<file path="config.mk">
export PLATFORM = sky130hd
export DESIGN_NAME = binary_to_ascii_formatter_flat
export DESIGN_NICKNAME = d
export VERILOG_FILES = /design/src/hw/rtl/b2a_pkg.sv /design/src/hw/rtl/b2a_if.sv /design/src/hw/rtl/b2a_digit_reg.sv /design/src/hw/rtl/binary_to_ascii_formatter.sv /design/src/flat_wrapper.sv
export SDC_FILE = /design/constraint.sdc
export NUM_CORES = 1
export LEC_CHECK = 0
export BUFFER_PORTS_ARGS = -buffer_cell sky130_fd_sc_hd__clkbuf_2
export CORE_MARGIN = 5
export CORE_UTILIZATION = 60
export DETAILED_ROUTE_END_ITERATION = 10
export PLACE_DENSITY = 0.88
export SLEW_MARGIN = 30
export SYNTH_ARGS = -nofsm -noshare
export SYNTH_HDL_FRONTEND = slang
export SYNTH_SLANG_ARGS = --single-unit
</file>
<file path="constraint.sdc">
create_clock -name i_clk -period 2.6 [get_ports i_clk]
set_input_delay 0.52 -clock i_clk [delete_from_list [all_inputs] [get_ports i_clk]]
set_output_delay 0.52 -clock i_clk [all_outputs]
set_load 0.05 [all_outputs]
</file>
<file path="src/hw/rtl/b2a_pkg.sv">
// ----------------------------------------------------------------------------
// b2a_pkg
// Shared types and constants of the binary to ASCII formatter.
// ----------------------------------------------------------------------------
`default_nettype none

package b2a_pkg;

    localparam int unsigned NUM_WIDTH   = 32;
    localparam int unsigned NUM_DIGITS  = 10;
    localparam int unsigned DIGIT_WIDTH = 4;
    localparam int unsigned BCD_WIDTH   = NUM_DIGITS * DIGIT_WIDTH;
    localparam int unsigned CNT_WIDTH   = 5;

    localparam logic [7:0] ASCII_ZERO        = 8'h30;
    localparam logic [7:0] HEX_LETTER_OFFSET = 8'h37;
    localparam logic [7:0] ASCII_NUL         = 8'h00;

    localparam logic OPCODE_DEC = 1'b0;
    localparam logic OPCODE_HEX = 1'b1;

    typedef enum logic [3:0] {
        S_IDLE = 4'b0001,
        S_CONV = 4'b0010,
        S_EMIT = 4'b0100,
        S_TERM = 4'b1000
    } t_state;

    typedef struct packed {
        logic load_dec;
        logic load_hex;
        logic step;
        logic shift_out;
    } t_dig_ctrl;

    function automatic logic [7:0] digit_to_ascii(input logic [DIGIT_WIDTH-1:0] d);
        logic [7:0] d8;
        d8 = {4'h0, d};
        if (d > 4'd9) begin
            return d8 + HEX_LETTER_OFFSET;
        end
        return d8 + ASCII_ZERO;
    endfunction

endpackage

`default_nettype wire

</file>
<file path="src/hw/rtl/b2a_if.sv">
// ----------------------------------------------------------------------------
// b2a channel interfaces
// Valid/ready channels for the number input and the character output.
// ----------------------------------------------------------------------------
`default_nettype none

interface b2a_in_if;
    logic        valid;
    logic        ready;
    logic [31:0] number_in;
    logic        opcode;

    modport source (output valid, output number_in, output opcode, input ready);
    modport sink   (input valid, input number_in, input opcode, output ready);
endinterface

interface b2a_out_if;
    logic       valid;
    logic       ready;
    logic [7:0] text_char;
    logic       last_char;

    modport source (output valid, output text_char, output last_char, input ready);
    modport sink   (input valid, input text_char, input last_char, output ready);
endinterface

`default_nettype wire

</file>
<file path="src/hw/rtl/b2a_digit_reg.sv">
// ----------------------------------------------------------------------------
// b2a_digit_reg
// Digit register: bit-serial double dabble for decimal, direct nibble load
// for hex, and a nibble-wide shift toward the top digit for output.
// ----------------------------------------------------------------------------
`default_nettype none

module b2a_digit_reg (
    input  wire logic                                i_clk,
    input  wire b2a_pkg::t_dig_ctrl                  i_ctrl,
    input  wire logic [b2a_pkg::NUM_WIDTH-1:0]       i_number,
    output logic      [b2a_pkg::DIGIT_WIDTH-1:0]     o_top_digit
);

    logic [b2a_pkg::NUM_WIDTH-1:0] r_bin;
    logic [b2a_pkg::NUM_WIDTH-1:0] n_bin;
    logic [b2a_pkg::BCD_WIDTH-1:0] r_bcd;
    logic [b2a_pkg::BCD_WIDTH-1:0] n_bcd;
    logic [b2a_pkg::BCD_WIDTH-1:0] w_adj;

    always_comb begin
        for (int i = 0; i < b2a_pkg::NUM_DIGITS; i++) begin
            if (r_bcd[i*b2a_pkg::DIGIT_WIDTH +: b2a_pkg::DIGIT_WIDTH] >= 4'd5) begin
                w_adj[i*b2a_pkg::DIGIT_WIDTH +: b2a_pkg::DIGIT_WIDTH] =
                    r_bcd[i*b2a_pkg::DIGIT_WIDTH +: b2a_pkg::DIGIT_WIDTH] + 4'd3;
            end else begin
                w_adj[i*b2a_pkg::DIGIT_WIDTH +: b2a_pkg::DIGIT_WIDTH] =
                    r_bcd[i*b2a_pkg::DIGIT_WIDTH +: b2a_pkg::DIGIT_WIDTH];
            end
        end
    end

    always_comb begin
        n_bin = r_bin;
        n_bcd = r_bcd;
        if (i_ctrl.load_dec) begin
            n_bin = i_number;
            n_bcd = '0;
        end else if (i_ctrl.load_hex) begin
            n_bcd = {{(b2a_pkg::BCD_WIDTH - b2a_pkg::NUM_WIDTH){1'b0}}, i_number};
        end else if (i_ctrl.step) begin
            n_bcd = {w_adj[b2a_pkg::BCD_WIDTH-2:0], r_bin[b2a_pkg::NUM_WIDTH-1]};
            n_bin = {r_bin[b2a_pkg::NUM_WIDTH-2:0], 1'b0};
        end else if (i_ctrl.shift_out) begin
            n_bcd = {r_bcd[b2a_pkg::BCD_WIDTH-b2a_pkg::DIGIT_WIDTH-1:0],
                     {b2a_pkg::DIGIT_WIDTH{1'b0}}};
        end
    end

    always_ff @(posedge i_clk) begin
        r_bin <= n_bin;
        r_bcd <= n_bcd;
    end

    assign o_top_digit = r_bcd[b2a_pkg::BCD_WIDTH-1 -: b2a_pkg::DIGIT_WIDTH];

endmodule

`default_nettype wire

</file>
<file path="src/hw/rtl/binary_to_ascii_formatter.sv">
// ----------------------------------------------------------------------------
// binary_to_ascii_formatter
// Formats a 32-bit unsigned number as decimal or upper-case hex ASCII text,
// most significant digit first, without leading zeros, closed by a NUL.
// ----------------------------------------------------------------------------
//  channel  dir  payload                 transaction
//  i_in     in   number_in[31:0], opcode  one number to format
//  o_out    out  text_char[7:0], last_char one character; last on the NUL
//
//  Decimal: bit-serial double dabble over all 32 input bits, then a 10-digit
//  scan at one digit per cycle, except where it stalls, plus the terminator.
//  Hex: the scan and terminator only.
//  The scan stalls while the output register is full and not taken.
//  A new transaction is taken once the terminator sits in the output register.
//  Synchronous active-low reset returns to idle with the output empty.
// ----------------------------------------------------------------------------
`default_nettype none

module binary_to_ascii_formatter (
    input  wire logic  i_clk,
    input  wire logic  i_rst_n,
    b2a_in_if.sink     i_in,
    b2a_out_if.source  o_out
);

    b2a_pkg::t_state                      r_state;
    b2a_pkg::t_state                      n_state;
    logic [b2a_pkg::CNT_WIDTH-1:0]        r_cnt;
    logic [b2a_pkg::CNT_WIDTH-1:0]        n_cnt;
    logic                                 r_started;
    logic                                 n_started;
    logic                                 r_out_valid;
    logic                                 n_out_valid;
    logic [7:0]                           r_out_char;
    logic [7:0]                           n_out_char;
    logic                                 r_out_last;
    logic                                 n_out_last;

    b2a_pkg::t_dig_ctrl                   w_ctrl;
    logic [b2a_pkg::DIGIT_WIDTH-1:0]      w_top;
    logic                                 w_accept;
    logic                                 w_slot_free;
    logic                                 w_last_digit;
    logic                                 w_emit;
    logic                                 w_load;

    localparam logic [b2a_pkg::CNT_WIDTH-1:0] CONV_LAST =
        b2a_pkg::CNT_WIDTH'(b2a_pkg::NUM_WIDTH - 1);
    localparam logic [b2a_pkg::CNT_WIDTH-1:0] DIGIT_LAST =
        b2a_pkg::CNT_WIDTH'(b2a_pkg::NUM_DIGITS - 1);

    b2a_digit_reg u_digit_reg (
        .i_clk       (i_clk),
        .i_ctrl      (w_ctrl),
        .i_number    (i_in.number_in),
        .o_top_digit (w_top)
    );

    assign i_in.ready   = (r_state == b2a_pkg::S_IDLE);
    assign w_accept     = i_in.valid && i_in.ready;
    assign w_slot_free  = !r_out_valid || o_out.ready;
    assign w_last_digit = (r_cnt == DIGIT_LAST);
    assign w_emit       = r_started || (w_top != '0) || w_last_digit;

    always_comb begin
        n_state    = r_state;
        n_cnt      = r_cnt;
        n_started  = r_started;
        n_out_char = r_out_char;
        n_out_last = r_out_last;
        w_load     = 1'b0;
        w_ctrl     = '0;
        case (r_state)
            b2a_pkg::S_IDLE: begin
                if (w_accept) begin
                    n_cnt     = '0;
                    n_started = 1'b0;
                    if (i_in.opcode == b2a_pkg::OPCODE_HEX) begin
                        w_ctrl.load_hex = 1'b1;
                        n_state         = b2a_pkg::S_EMIT;
                    end else begin
                        w_ctrl.load_dec = 1'b1;
                        n_state         = b2a_pkg::S_CONV;
                    end
                end
            end
            b2a_pkg::S_CONV: begin
                w_ctrl.step = 1'b1;
                if (r_cnt == CONV_LAST) begin
                    n_cnt   = '0;
                    n_state = b2a_pkg::S_EMIT;
                end else begin
                    n_cnt = r_cnt + 1'b1;
                end
            end
            b2a_pkg::S_EMIT: begin
                if (!w_emit) begin
                    w_ctrl.shift_out = 1'b1;
                    n_cnt            = r_cnt + 1'b1;
                end else if (w_slot_free) begin
                    w_ctrl.shift_out = 1'b1;
                    w_load           = 1'b1;
                    n_out_char       = b2a_pkg::digit_to_ascii(w_top);
                    n_out_last       = 1'b0;
                    n_started        = 1'b1;
                    if (w_last_digit) begin
                        n_state = b2a_pkg::S_TERM;
                    end else begin
                        n_cnt = r_cnt + 1'b1;
                    end
                end
            end
            b2a_pkg::S_TERM: begin
                if (w_slot_free) begin
                    w_load     = 1'b1;
                    n_out_char = b2a_pkg::ASCII_NUL;
                    n_out_last = 1'b1;
                    n_state    = b2a_pkg::S_IDLE;
                end
            end
            default: begin
                n_state = b2a_pkg::S_IDLE;
            end
        endcase
    end

    always_comb begin
        if (w_load) begin
            n_out_valid = 1'b1;
        end else if (o_out.ready) begin
            n_out_valid = 1'b0;
        end else begin
            n_out_valid = r_out_valid;
        end
    end

    always_ff @(posedge i_clk) begin
        if (!i_rst_n) begin
            r_state     <= b2a_pkg::S_IDLE;
            r_cnt       <= '0;
            r_started   <= 1'b0;
            r_out_valid <= 1'b0;
        end else begin
            r_state     <= n_state;
            r_cnt       <= n_cnt;
            r_started   <= n_started;
            r_out_valid <= n_out_valid;
        end
    end

    always_ff @(posedge i_clk) begin
        r_out_char <= n_out_char;
        r_out_last <= n_out_last;
    end

    assign o_out.valid     = r_out_valid;
    assign o_out.text_char = r_out_char;
    assign o_out.last_char = r_out_last;

    a_dec_starts_conv: assert property (@(posedge i_clk) disable iff (!i_rst_n)
        (w_accept && (i_in.opcode == b2a_pkg::OPCODE_DEC)) |=> (r_state == b2a_pkg::S_CONV))
        else $error("decimal transaction did not enter conversion");

    a_term_returns_idle: assert property (@(posedge i_clk) disable iff (!i_rst_n)
        (w_load && n_out_last) |=> (r_state == b2a_pkg::S_IDLE))
        else $error("terminator issued without returning to idle");

    a_last_digit_emits: assert property (@(posedge i_clk) disable iff (!i_rst_n)
        ((r_state == b2a_pkg::S_EMIT) && w_last_digit) |-> w_emit)
        else $error("final digit was skipped");

    a_nul_only_on_last: assert property (@(posedge i_clk) disable iff (!i_rst_n)
        r_out_valid |-> ((r_out_char == b2a_pkg::ASCII_NUL) == r_out_last))
        else $error("NUL and last flag disagree");

endmodule

`default_nettype wire
</file>
<file path="src/flat_wrapper.sv">
// flat-port wrapper written by rule: the top's interface ports become plain ports
module binary_to_ascii_formatter_flat 
  (i_clk, i_rst_n, i_in_valid, i_in_number_in, i_in_opcode, i_in_ready, o_out_valid, o_out_text_char, o_out_last_char, o_out_ready);
  b2a_in_if i_in_i ();
  b2a_out_if o_out_i ();
  input  wire logic i_clk;
  input  wire logic i_rst_n;
  input wire logic [$bits(i_in_i.valid)-1:0] i_in_valid;
  input wire logic [$bits(i_in_i.number_in)-1:0] i_in_number_in;
  input wire logic [$bits(i_in_i.opcode)-1:0] i_in_opcode;
  output wire logic [$bits(i_in_i.ready)-1:0] i_in_ready;
  output wire logic [$bits(o_out_i.valid)-1:0] o_out_valid;
  output wire logic [$bits(o_out_i.text_char)-1:0] o_out_text_char;
  output wire logic [$bits(o_out_i.last_char)-1:0] o_out_last_char;
  input wire logic [$bits(o_out_i.ready)-1:0] o_out_ready;
  assign i_in_i.valid = i_in_valid;
  assign i_in_i.number_in = i_in_number_in;
  assign i_in_i.opcode = i_in_opcode;
  assign i_in_ready = i_in_i.ready;
  assign o_out_valid = o_out_i.valid;
  assign o_out_text_char = o_out_i.text_char;
  assign o_out_last_char = o_out_i.last_char;
  assign o_out_i.ready = o_out_ready;
  binary_to_ascii_formatter u_core (.i_clk(i_clk), .i_rst_n(i_rst_n), .i_in(i_in_i), .o_out(o_out_i));
endmodule
</file>
==> results.tsv, run 1 <==
stage	metric	value	unit
run_status	status	completed	
sta	final worst slack	0.344	ns
synth	Synth area leaders	edfxtp_1 (22%), dfxtp_1 (19%), mux2_2 (7.3%)	
min_path	Hold Crit Class	in2reg	
grt	grt peak-use layer	met2	
sta	Slew Viols, Final	0	
route	WL/cell	17.2	um
worst_setup_path	WS Path Type	reg2reg	
clocking	post-CTS sizing	0	
worst_setup_path	CP Capture Type	flip-flop	
synth	Seq/Total Area, Yosys	41.1	%
power_and_ir_drop	Power, Total	5.35	mW
grt	number of global-route vias before repair	4166	
worst_setup_path	Worst path max stage delay	0.62	ns
clocking	Root Buffer	clkbuf_8	
synth	syn avg cell area	9.66	sq um
power_and_ir_drop	Pleak	2.31	nW
route	DRC	0	
synth	main flop type after synthesis	dfxtp_1	
sta	Slew @ Worst Pin	0.893	ns
layout	fraction of layout cells with a size suffix above 1	20.1	%
grt	Total Routing Usage GR	21.9	%
sta	final hold vios	0	
worst_setup_path	critical register-to-register path endpoint	u_core.u_digit_reg.r_bcd[10]	
worst_setup_path	internal reg-to-reg setup slack	0.34	ns
sta	Final setup violation count	0	
clocking	Post-CTS Setup Bufs	0	
power_and_ir_drop	maximum vdd drop	0.000597	V
grt	met3 Use GR	2.65	%
synth	syn_nets	620	
sta	Final Skew	0.00802	ns
sta	setup tns final	0	ns
floorplanning	Initial Util	61.6	%
synth	Seq cells post-synth	91	
synth	Synthesis Warnings	0	
placed_design	Final HPWL DP	8550	um
grt	first-pass GRT wire length	20100	um
clocking	register clock-pin slew on the reported worst setup and hold paths	0.09	ns
synth	Yosys top cell area share	22.2	%
placed_design	Area after DPL	0.00566	sq mm
sta	fin crit share	86.8	%
route	detailed-route vias per instance	6.27	
synth	Post-synth EDFFs	40	
route	via count	4419	
placed_design	# port buffers	46	
placed_design	Placed Instances	689	
synth	count leader, synth	nand2_1	
layout	fin cells	705	
sta	RSZ-0062 raised after global routing	false	
worst_setup_path	Slowest cell on crit path	dfxtp_1	
synth	Yosys top cell by area	edfxtp_1	
grt	largest net degree at the start of global routing	52	
min_path	WHS Endpoint	u_core.u_digit_reg.r_bcd[2]	
floorplanning	Core Box Area	0.00876	sq mm
min_path	Worst Hold Launch	i_in_number_in[2]	
floorplanning	Die Span Y	105	um
route	total routed wirelength	12200	um
worst_setup_path	Worst R2R Path Depth	7	
synth	Netlist cell types	58	
floorplanning	Die Wd	105	um
route	drt first pass iters	6	
placed_design	Setup WS pre-CTS	0.391	ns
clocking	CTS tree	yes	
clocking	CTS Buf Count	9	
grt	GR Util met2	36.1	%
sta	Slew Limit Headroom	40.3	%
min_path	worst hold path depth	3	
power_and_ir_drop	Power per Cell Area	912	mW/mm^2
floorplanning	site row count	34	
synth	most instantiated cells after synthesis	nand2_1 (63), dfxtp_1 (51), a21oi_1 (42)	
layout	P&R area growth vs syn	8.53	%
clocking	CTS Hold Bufs	0	
synth	Post-Syn Area	0.00540	sq mm
clocking	clock latency on the worst-skew pair	0.36	ns
synth	fraction of registers with async set/reset	0	%
grt	grt ovf	0	
worst_setup_path	crit path cell chain	xnor2_1, or3_4, nor2_4, buf_12, nor2_1, buf_4, a221o_1	
sta	fmax	0.443	GHz
worst_setup_path	r2r startpoint	u_core.r_state[2]	
grt	M1 GR Usage	29.1	%
sta	min Tclk post-route	2.26	ns
worst_setup_path	WP data arrival	2.50	ns
grt	initial antenna violation count	0	
route	Final ANT Viol Nets	0	
route	Iteration-0 DRC Markers	360	
worst_setup_path	Max FO, Critical Path	51	
clocking	clk sinks	91	
worst_setup_path	Startpoint Class	flip-flop	
layout	ant diodes	0	
flow_run	Max-cap violations	0	
clocking	clock tree buffer depth	2	
synth	Cells after Synth	559	
layout	nets	653	
worst_setup_path	WP data required	2.85	ns
layout	final instance area	0.00586	sq mm
floorplanning	DIE AREA	0.0110	sq mm
placed_design	routability cong.	0.857	
clocking	CTS HTree Levels	3	
floorplanning	Ports	48	
## cells in the final DEF, fill, tap and decap left out, drive strengths merged, types with 5 or more instances in the layout
cell,count
nand2,63
clkbuf,55
dfxtp,51
a21oi,42
edfxtp,40
mux2,37
o21ai,36
inv,33
o211ai,26
ha,24
nor2,19
nand3,15
nand2b,14
xnor2,12
buf,12
and3,9
a211oi,9
a221oi,8
nor3b,7
and3b,7
o21a,7
o311a,7
a22oi,6
a221o,6
a31oi,5
## worst max-delay path by stage
stage	start	to	slack, ns	cells past startpoint
after floorplan	u_core.r_state[3]	u_core.u_digit_reg.r_bin[0]	0.19	9
after global placement	u_core.r_state[2]	u_core.u_digit_reg.r_bcd[18]	0.48	7
after detailed placement	u_core.r_state[2]	u_core.u_digit_reg.r_bcd[6]	0.39	7
after CTS	u_core.r_state[2]	u_core.u_digit_reg.r_bcd[10]	0.37	7
after global routing	u_core.r_state[2]	u_core.u_digit_reg.r_bcd[6]	0.22	8
final	u_core.r_state[2]	u_core.u_digit_reg.r_bcd[10]	0.34	7
## layer usage
layer	wire [um]	part of all wire, %
met2	5770	47
met5	0	0
met4	281	2.3
met1	5430	45
met3	681	5.6
## area by class of cell
type / instances / area, sq um
Clock buffer: 9 / 124
Clock inverter: 7 / 73.8
Fill cell: 644 / 2900
Inverter: 30 / 113
Multi-Input combinational cell: 402 / 2850
Sequential cell: 91 / 2220
Tap cell: 108 / 135
Timing Repair Buffer: 58 / 345
## report_power, final
| group | total (mW) | switching [mW] | internal [mW] | leakage, nW |
|---|---|---|---|---|
| combinational | 2.10 | 1.12 | 0.978 | 1.42 |
| sequential | 2.27 | 0.417 | 1.86 | 0.789 |
| clock | 0.973 | 0.521 | 0.451 | 0.100 |
| total | 5.35 | 2.06 | 3.29 | 2.31 |
## flip-flops by register name, summed over array words and instances (netlist names)
name                      flops
u_core.u_digit_reg.r_bcd     40
u_core.u_digit_reg.r_bin     32
u_core.o_out.text_char        7
u_core.r_cnt                  5
u_core.r_state                4
u_core.o_out.last_char        1
u_core.o_out.valid            1
u_core.r_started              1
## worst max-delay path: cells and delay by family, from the launching register on
kind                      cells  cell delay [ns]
DFF                           1             0.62
xor gates and xnor gates      1             0.14
AOI/OAI and AO/OA             1             0.36
buffers and inverters         2             0.43
and+or+nand+nor               3             0.58
## per-stage QoR
stage               utilization (%)  hold slack (ns)
floorplan                         -            0.449
global placement               64.6            0.466
detailed placement             64.6            0.468
CTS                            66.9            0.404
global route                   66.9            0.460
finish                         66.9            0.415
## cells by family (layout without fill, tap and decap cells)
family / Yosys count / after routing / share of synthesized area, %
other: 1 / 1 / 0.0694
flip-flops: 91 / 91 / 41.1
XOR/XNOR: 12 / 12 / 1.95
buffers and inverters: 66 / 104 / 6.33
adder cells (fa/ha/maj): 24 / 24 / 5.56
multiplexers: 40 / 40 / 8.27
AND/OR/NAND/NOR: 158 / 158 / 15.6
AO/OA/AOI/OAI: 167 / 167 / 21.0
No activity file was read; power rests on OpenSTA's default activity.
==> run 2, diff against run 1 <==
Settings changed: ABC_AREA from default to 1, CORE_UTILIZATION 60 to 54, PLACE_DENSITY 0.88 to 0.81.
==> results.tsv, run 2 <==
stage	metric	value	unit
clocking	Root Buffer	clkbuf_8	
power_and_ir_drop	switching share of total power	45.4	%
layout	max FFs per register	40	
route	DR WL met2	5370	um
clocking	Post-CTS Setup Bufs	0	
placed_design	Placed Instances	965	
worst_setup_path	WS Path Type	reg2out	
sta	fmax	0.519	GHz
synth	Cells after Synth	805	
synth	syn avg cell area	7.17	sq um
floorplanning	Die Wd	113	um
clocking	clock tree buffer depth	2	
power_and_ir_drop	Flop pwr share	35.6	%
clocking	clk sinks	91	
worst_setup_path	crit path cell chain	nor2_2, nand2_2, inv_1, clkbuf_2	
worst_setup_path	CP Capture Type	output pin	
layout	ant diodes	0	
route	Iteration-0 DRC Markers	404	
route	Final ANT Viol Nets	0	
synth	Synthesis Warnings	0	
worst_setup_path	Slowest cell on crit path	dfxtp_1	
sta	Slew @ Worst Pin	0.632	ns
grt	grt ovf	0	
clocking	register clock-pin slew on the reported worst setup and hold paths	0.09	ns
clocking	CTS HTree Levels	3	
synth	Netlist cell types	37	
synth	main flop type after synthesis	dfxtp_1	
worst_setup_path	r2r startpoint	u_core.r_state[2]	
worst_setup_path	Worst setup endpoint	i_in_ready	
power_and_ir_drop	Power, Total	6.58	mW
synth	Yosys top cell by area	edfxtp_1	
sta	fin crit share	74.1	%
layout	fin cells	981	
worst_setup_path	critical register-to-register path endpoint	u_core.u_digit_reg.r_bin[31]	
sta	Slew Limit Headroom	57.6	%
layout	Core Util, Final	60.1	%
worst_setup_path	Worst path max stage delay	0.35	ns
clocking	CTS Hold Bufs	0	
floorplanning	Initial Util	55.7	%
layout	most common cell after layout, fill and taps aside	nand2_1	
synth	Synth area leaders	edfxtp_1 (21%), dfxtp_1 (18%), nand2_1 (14%)	
route	DRC	0	
synth	syn_nets	866	
power_and_ir_drop	net switching power	2.99	mW
route	highest routed layer	met4	
sta	min Tclk post-route	1.93	ns
sta	RSZ-0062 raised after global routing	false	
route	detailed-route vias per instance	5.23	
floorplanning	Core Box Area	0.0104	sq mm
worst_setup_path	Max FO, Critical Path	4	
route	routed wl met3	862	um
layout	nets	901	
worst_setup_path	Startpoint Class	flip-flop	
clocking	clock latency on the worst-skew pair	0.36	ns
layout	Biggest register	u_core.u_digit_reg.r_bcd	
layout	fraction of layout cells with a size suffix above 1	14.1	%
worst_setup_path	WP data arrival	1.41	ns
min_path	Hold Crit Class	in2reg	
power_and_ir_drop	power share of the combinational group	49.8	%
sta	final worst slack	0.673	ns
synth	Post-Syn Area	0.00577	sq mm
synth	most instantiated cells after synthesis	nand2_1 (217), inv_1 (99), o21ai_0 (77)	
grt	number of global-route vias before repair	4520	
sta	hold slack final	0.401	ns
sta	final hold vios	0	
sta	Final setup violation count	0	
worst_setup_path	Worst Path Buf+Inv	2	
placed_design	routability cong.	0.862	
clocking	post-CTS sizing	0	
route	WL/cell	12.7	um
worst_setup_path	WP data required	2.08	ns
placed_design	Area after DPL	0.00604	sq mm
layout	P&R area growth vs syn	7.87	%
synth	Seq/Total Area, Yosys	38.5	%
run_status	status	completed	
power_and_ir_drop	Power per Cell Area	1060	mW/mm^2
route	met1 WL	6140	um
route	drt first pass iters	5	
grt	first-pass GRT wire length	21300	um
placed_design	Setup WS pre-CTS	0.693	ns
floorplanning	Ports	48	
clocking	CTS Buf Count	9	
worst_setup_path	family with the most delay on the worst path	buffers and inverters	
route	total routed wirelength	12500	um
grt	initial antenna violation count	0	
sta	Final Skew	0.0121	ns
floorplanning	Die Span Y	113	um
power_and_ir_drop	Int Power	3.60	mW
floorplanning	DIE AREA	0.0129	sq mm
power_and_ir_drop	maximum vdd drop	0.000522	V
synth	Seq cells post-synth	91	
power_and_ir_drop	Pleak	2.96	nW
worst_setup_path	Worst R2R Path Depth	8	
synth	Post-synth EDFFs	40	
layout	final instance area	0.00623	sq mm
placed_design	# port buffers	46	
grt	largest net degree at the start of global routing	60	
synth	fraction of registers with async set/reset	0	%
placed_design	Final HPWL DP	8840	um
route	via count	5135	
clocking	CTS tree	yes	
worst_setup_path	WP depth	4	
worst_setup_path	worst setup path startpoint	u_core.r_state[2]	
worst_setup_path	internal reg-to-reg setup slack	0.71	ns
flow_run	Max-cap violations	0	
floorplanning	site row count	37	
layout	most frequent cells in the layout	nand2_1 (217), inv_1 (99), o21ai_0 (76)	
sta	setup tns final	0	ns
synth	Yosys top cell area share	20.8	%
synth	count leader, synth	nand2_1	
grt	Total Routing Usage GR	19.9	%
sta	Slew Viols, Final	0	
power_and_ir_drop	clock power share	14.7	%
run 2: changes by cell type in the layout (fill, tap and decap cells not counted), sizes merged, moves of 13 or more:
cell    previous run  this run
o21ai             36       106
nand2b            14         0
nand2             63       224
nand3             15        68
nand4              1        15
mux2              37         0
o211ai            26         8
a21oi             42        29
inv               33       108
nor2              19        80
run 2: kinds of logic after synthesis:
logic type,count (synthesis),synth area share (%)
buffers and inverters,139,11.0
adders and majority gates,24,5.20
and+or+nand+nor,394,29.4
DFF,91,38.5
AOI/OAI and AO/OA,154,15.5
xor gates and xnor gates,2,0.303
other,1,0.0650
run 2: power by group through the flow:
| stage | sequential (mW) | combinational, mW | clock, mW |
|---|---|---|---|
| floorplan | 2.32 | 2.66 | 0 |
| global placement | 2.35 | 3.18 | 0 |
| detailed placement | 2.36 | 3.24 | 0 |
| CTS | 2.33 | 3.26 | 0.981 |
| global route | 2.40 | 3.81 | 1.04 |
| finish | 2.34 | 3.28 | 0.967 |
run 2: metal layers:
layer / global-route usage, % / vias to the layer above
li1: - / 2709
met3: 3.61 / 14
met4: 3.85 / 0
met1: 29.0 / 2254
met2: 31.3 / 158
met5: 0 / -
run 2: layout make-up:
type | count | area (sq um)
clock inverters | 7 | 67.6
clock buffers | 9 | 124
repair buffers | 55 | 310
inverters | 108 | 408
fillers | 965 | 4140
well taps | 136 | 170
flip-flops and latches | 91 | 2220
multi-input cells | 575 | 2930
run 2: worst min-delay path by stage:
stage	start	depth (start not counted)	slack, ns	end
final	i_rst_n	2	0.40	u_core.r_state[0]
after global routing	i_rst_n	3	0.42	u_core.r_state[2]
after CTS	i_rst_n	2	0.40	u_core.r_state[0]
after detailed placement	u_core.u_digit_reg.r_bcd[35]	2	0.46	u_core.u_digit_reg.r_bcd[35]
after global placement	u_core.u_digit_reg.r_bcd[35]	2	0.46	u_core.u_digit_reg.r_bcd[35]
after floorplan	u_core.u_digit_reg.r_bcd[35]	2	0.44	u_core.u_digit_reg.r_bcd[35]
run 2: worst register-to-register path, cell delays in order, from the launching register on:
cell and delay [ns]:
dfxtp_1 0.35, nor2_2 0.21, nand2_2 0.13, nor2_4 0.11, inv_2 0.10, nor2_4 0.13, inv_4 0.07, nand2_1 0.06
buf_4 0.36
==> run 3, diff against run 2 <==
Clock period 2.6 ns to 1.9 ns, I/O delays scaled along.
==> results.tsv, run 3 (synthesis gave the netlist of run 2 again) <==
stage	metric	value	unit
run_status	status	completed	
worst_setup_path	Worst Path Buf+Inv	3	
worst_setup_path	WP data required	1.52	ns
power_and_ir_drop	Power, Total	9.35	mW
sta	Final setup violation count	0	
floorplanning	site row count	37	
layout	fraction of layout cells with a size suffix above 1	15.5	%
sta	fin crit share	95.0	%
layout	fin cells	987	
sta	fmax	0.554	GHz
sta	hold slack final	0.225	ns
floorplanning	Ports	48	
placed_design	routability cong.	0.878	
route	via count	5285	
route	drt first pass iters	6	
worst_setup_path	Slowest cell on crit path	dfxtp_1	
flow_run	Max-cap violations	0	
grt	grt ovf	0	
worst_setup_path	CP Capture Type	output pin	
grt	Total Routing Usage GR	20.9	%
route	total routed wirelength	12900	um
clocking	CTS Buf Count	9	
floorplanning	Die Wd	113	um
grt	first-pass GRT wire length	22000	um
layout	Biggest register	u_core.u_digit_reg.r_bcd	
floorplanning	Initial Util	55.7	%
clocking	CTS Hold Bufs	0	
route	DRC	0	
layout	max FFs per register	40	
sta	Final Skew	0.00771	ns
min_path	Hold Crit Class	in2reg	
clocking	register clock-pin slew on the reported worst setup and hold paths	0.09	ns
layout	final instance area	0.00638	sq mm
placed_design	# port buffers	46	
sta	final hold vios	0	
worst_setup_path	WP data arrival	1.43	ns
power_and_ir_drop	Pleak	3.03	nW
worst_setup_path	crit path cell chain	inv_2, nor2_2, nand2_2, inv_1, clkbuf_2	
worst_setup_path	Max FO, Critical Path	4	
worst_setup_path	Startpoint Class	flip-flop	
grt	largest net degree at the start of global routing	58	
grt	number of global-route vias before repair	4748	
clocking	clk sinks	91	
layout	nets	907	
sta	Slew Limit Headroom	59.6	%
worst_setup_path	family with the most delay on the worst path	buffers and inverters	
route	WL/cell	13.0	um
route	Iteration-0 DRC Markers	454	
floorplanning	DIE AREA	0.0129	sq mm
clocking	clock latency on the worst-skew pair	0.39	ns
floorplanning	Core Box Area	0.0104	sq mm
sta	min Tclk post-route	1.81	ns
worst_setup_path	WS Path Type	reg2out	
route	detailed-route vias per instance	5.35	
layout	most frequent cells in the layout	nand2_1 (216), inv_1 (98), o21ai_0 (77)	
power_and_ir_drop	maximum vdd drop	0.000709	V
layout	P&R area growth vs syn	10.5	%
power_and_ir_drop	Power per Cell Area	1470	mW/mm^2
clocking	Root Buffer	clkbuf_8	
grt	initial antenna violation count	0	
layout	most common cell after layout, fill and taps aside	nand2_1	
placed_design	Placed Instances	968	
floorplanning	Die Span Y	113	um
layout	ant diodes	0	
route	Final ANT Viol Nets	0	
placed_design	Final HPWL DP	9160	um
clocking	clock tree buffer depth	2	
sta	Slew @ Worst Pin	0.606	ns
clocking	CTS HTree Levels	3	
worst_setup_path	Worst path max stage delay	0.38	ns
sta	Slew Viols, Final	0	
placed_design	Area after DPL	0.00609	sq mm
clocking	CTS tree	yes	
==> run 3: cell types whose count changed in the layout (fill, tap and decap cells not counted), moves of 2 or more <==
| cell | change |
|---|---|
| nor2_2 | +2 |
| clkinvlp_4 | -2 |
| buf_12 | +4 |
| dfxtp_1 | -2 |
| nor2_1 | -2 |
| buf_4 | +2 |
| clkinv_4 | +2 |
| dfxtp_2 | +2 |
==> run 3: final timing paths <==
check                                             startpoint                           end  slack [ns]  depth (start not counted)
worst max-delay path                       u_core.r_state[0]                    i_in_ready        0.09                          5
worst min register to register  u_core.u_digit_reg.r_bcd[35]  u_core.u_digit_reg.r_bcd[35]        0.48                          2
worst min-delay path                                 i_rst_n             u_core.r_state[0]        0.23                          2
worst max register to register             u_core.r_state[0]  u_core.u_digit_reg.r_bin[21]        0.15                          8
==> run 3: stage by stage <==
stage	setup WS, ns	setup TNS [ns]	util [%]
finish	0.0941	0	61.5
global placement	0.0822	0	58.7
floorplan	0.169	0	-
detailed placement	0.0584	0	58.7
global route	-0.00466	-0.00466	61.5
CTS	0.0457	0	60.9
==> run 3: layout make-up <==
type | instances | area (sq um)
clock buffer | 9 | 124
clock inverter | 7 | 100
inverter | 108 | 408
timing repair buffer | 61 | 405
sequential | 91 | 2220
tap | 136 | 170
multi-input combinational | 575 | 2950
fill | 966 | 3990
==> run 3: report_power, final <==
part	leakage (nW)	switching (mW)	internal [mW]
registers	0.792	0.466	2.76
logic	2.13	2.94	1.67
clock network	0.114	0.760	0.752
==> run 3: timing repair <==
item	in CTS	in global routing
resized for setup	0	6
buffers inserted	0	3
setup endpoints to repair	0	43
==> run 3: per-layer routing <==
metal  global-route usage [%]  wire length (um)
met1                     29.5              6090
met2                     32.5              5660
met3                     3.66               906
met4                     7.45               222
met5                        0                 0
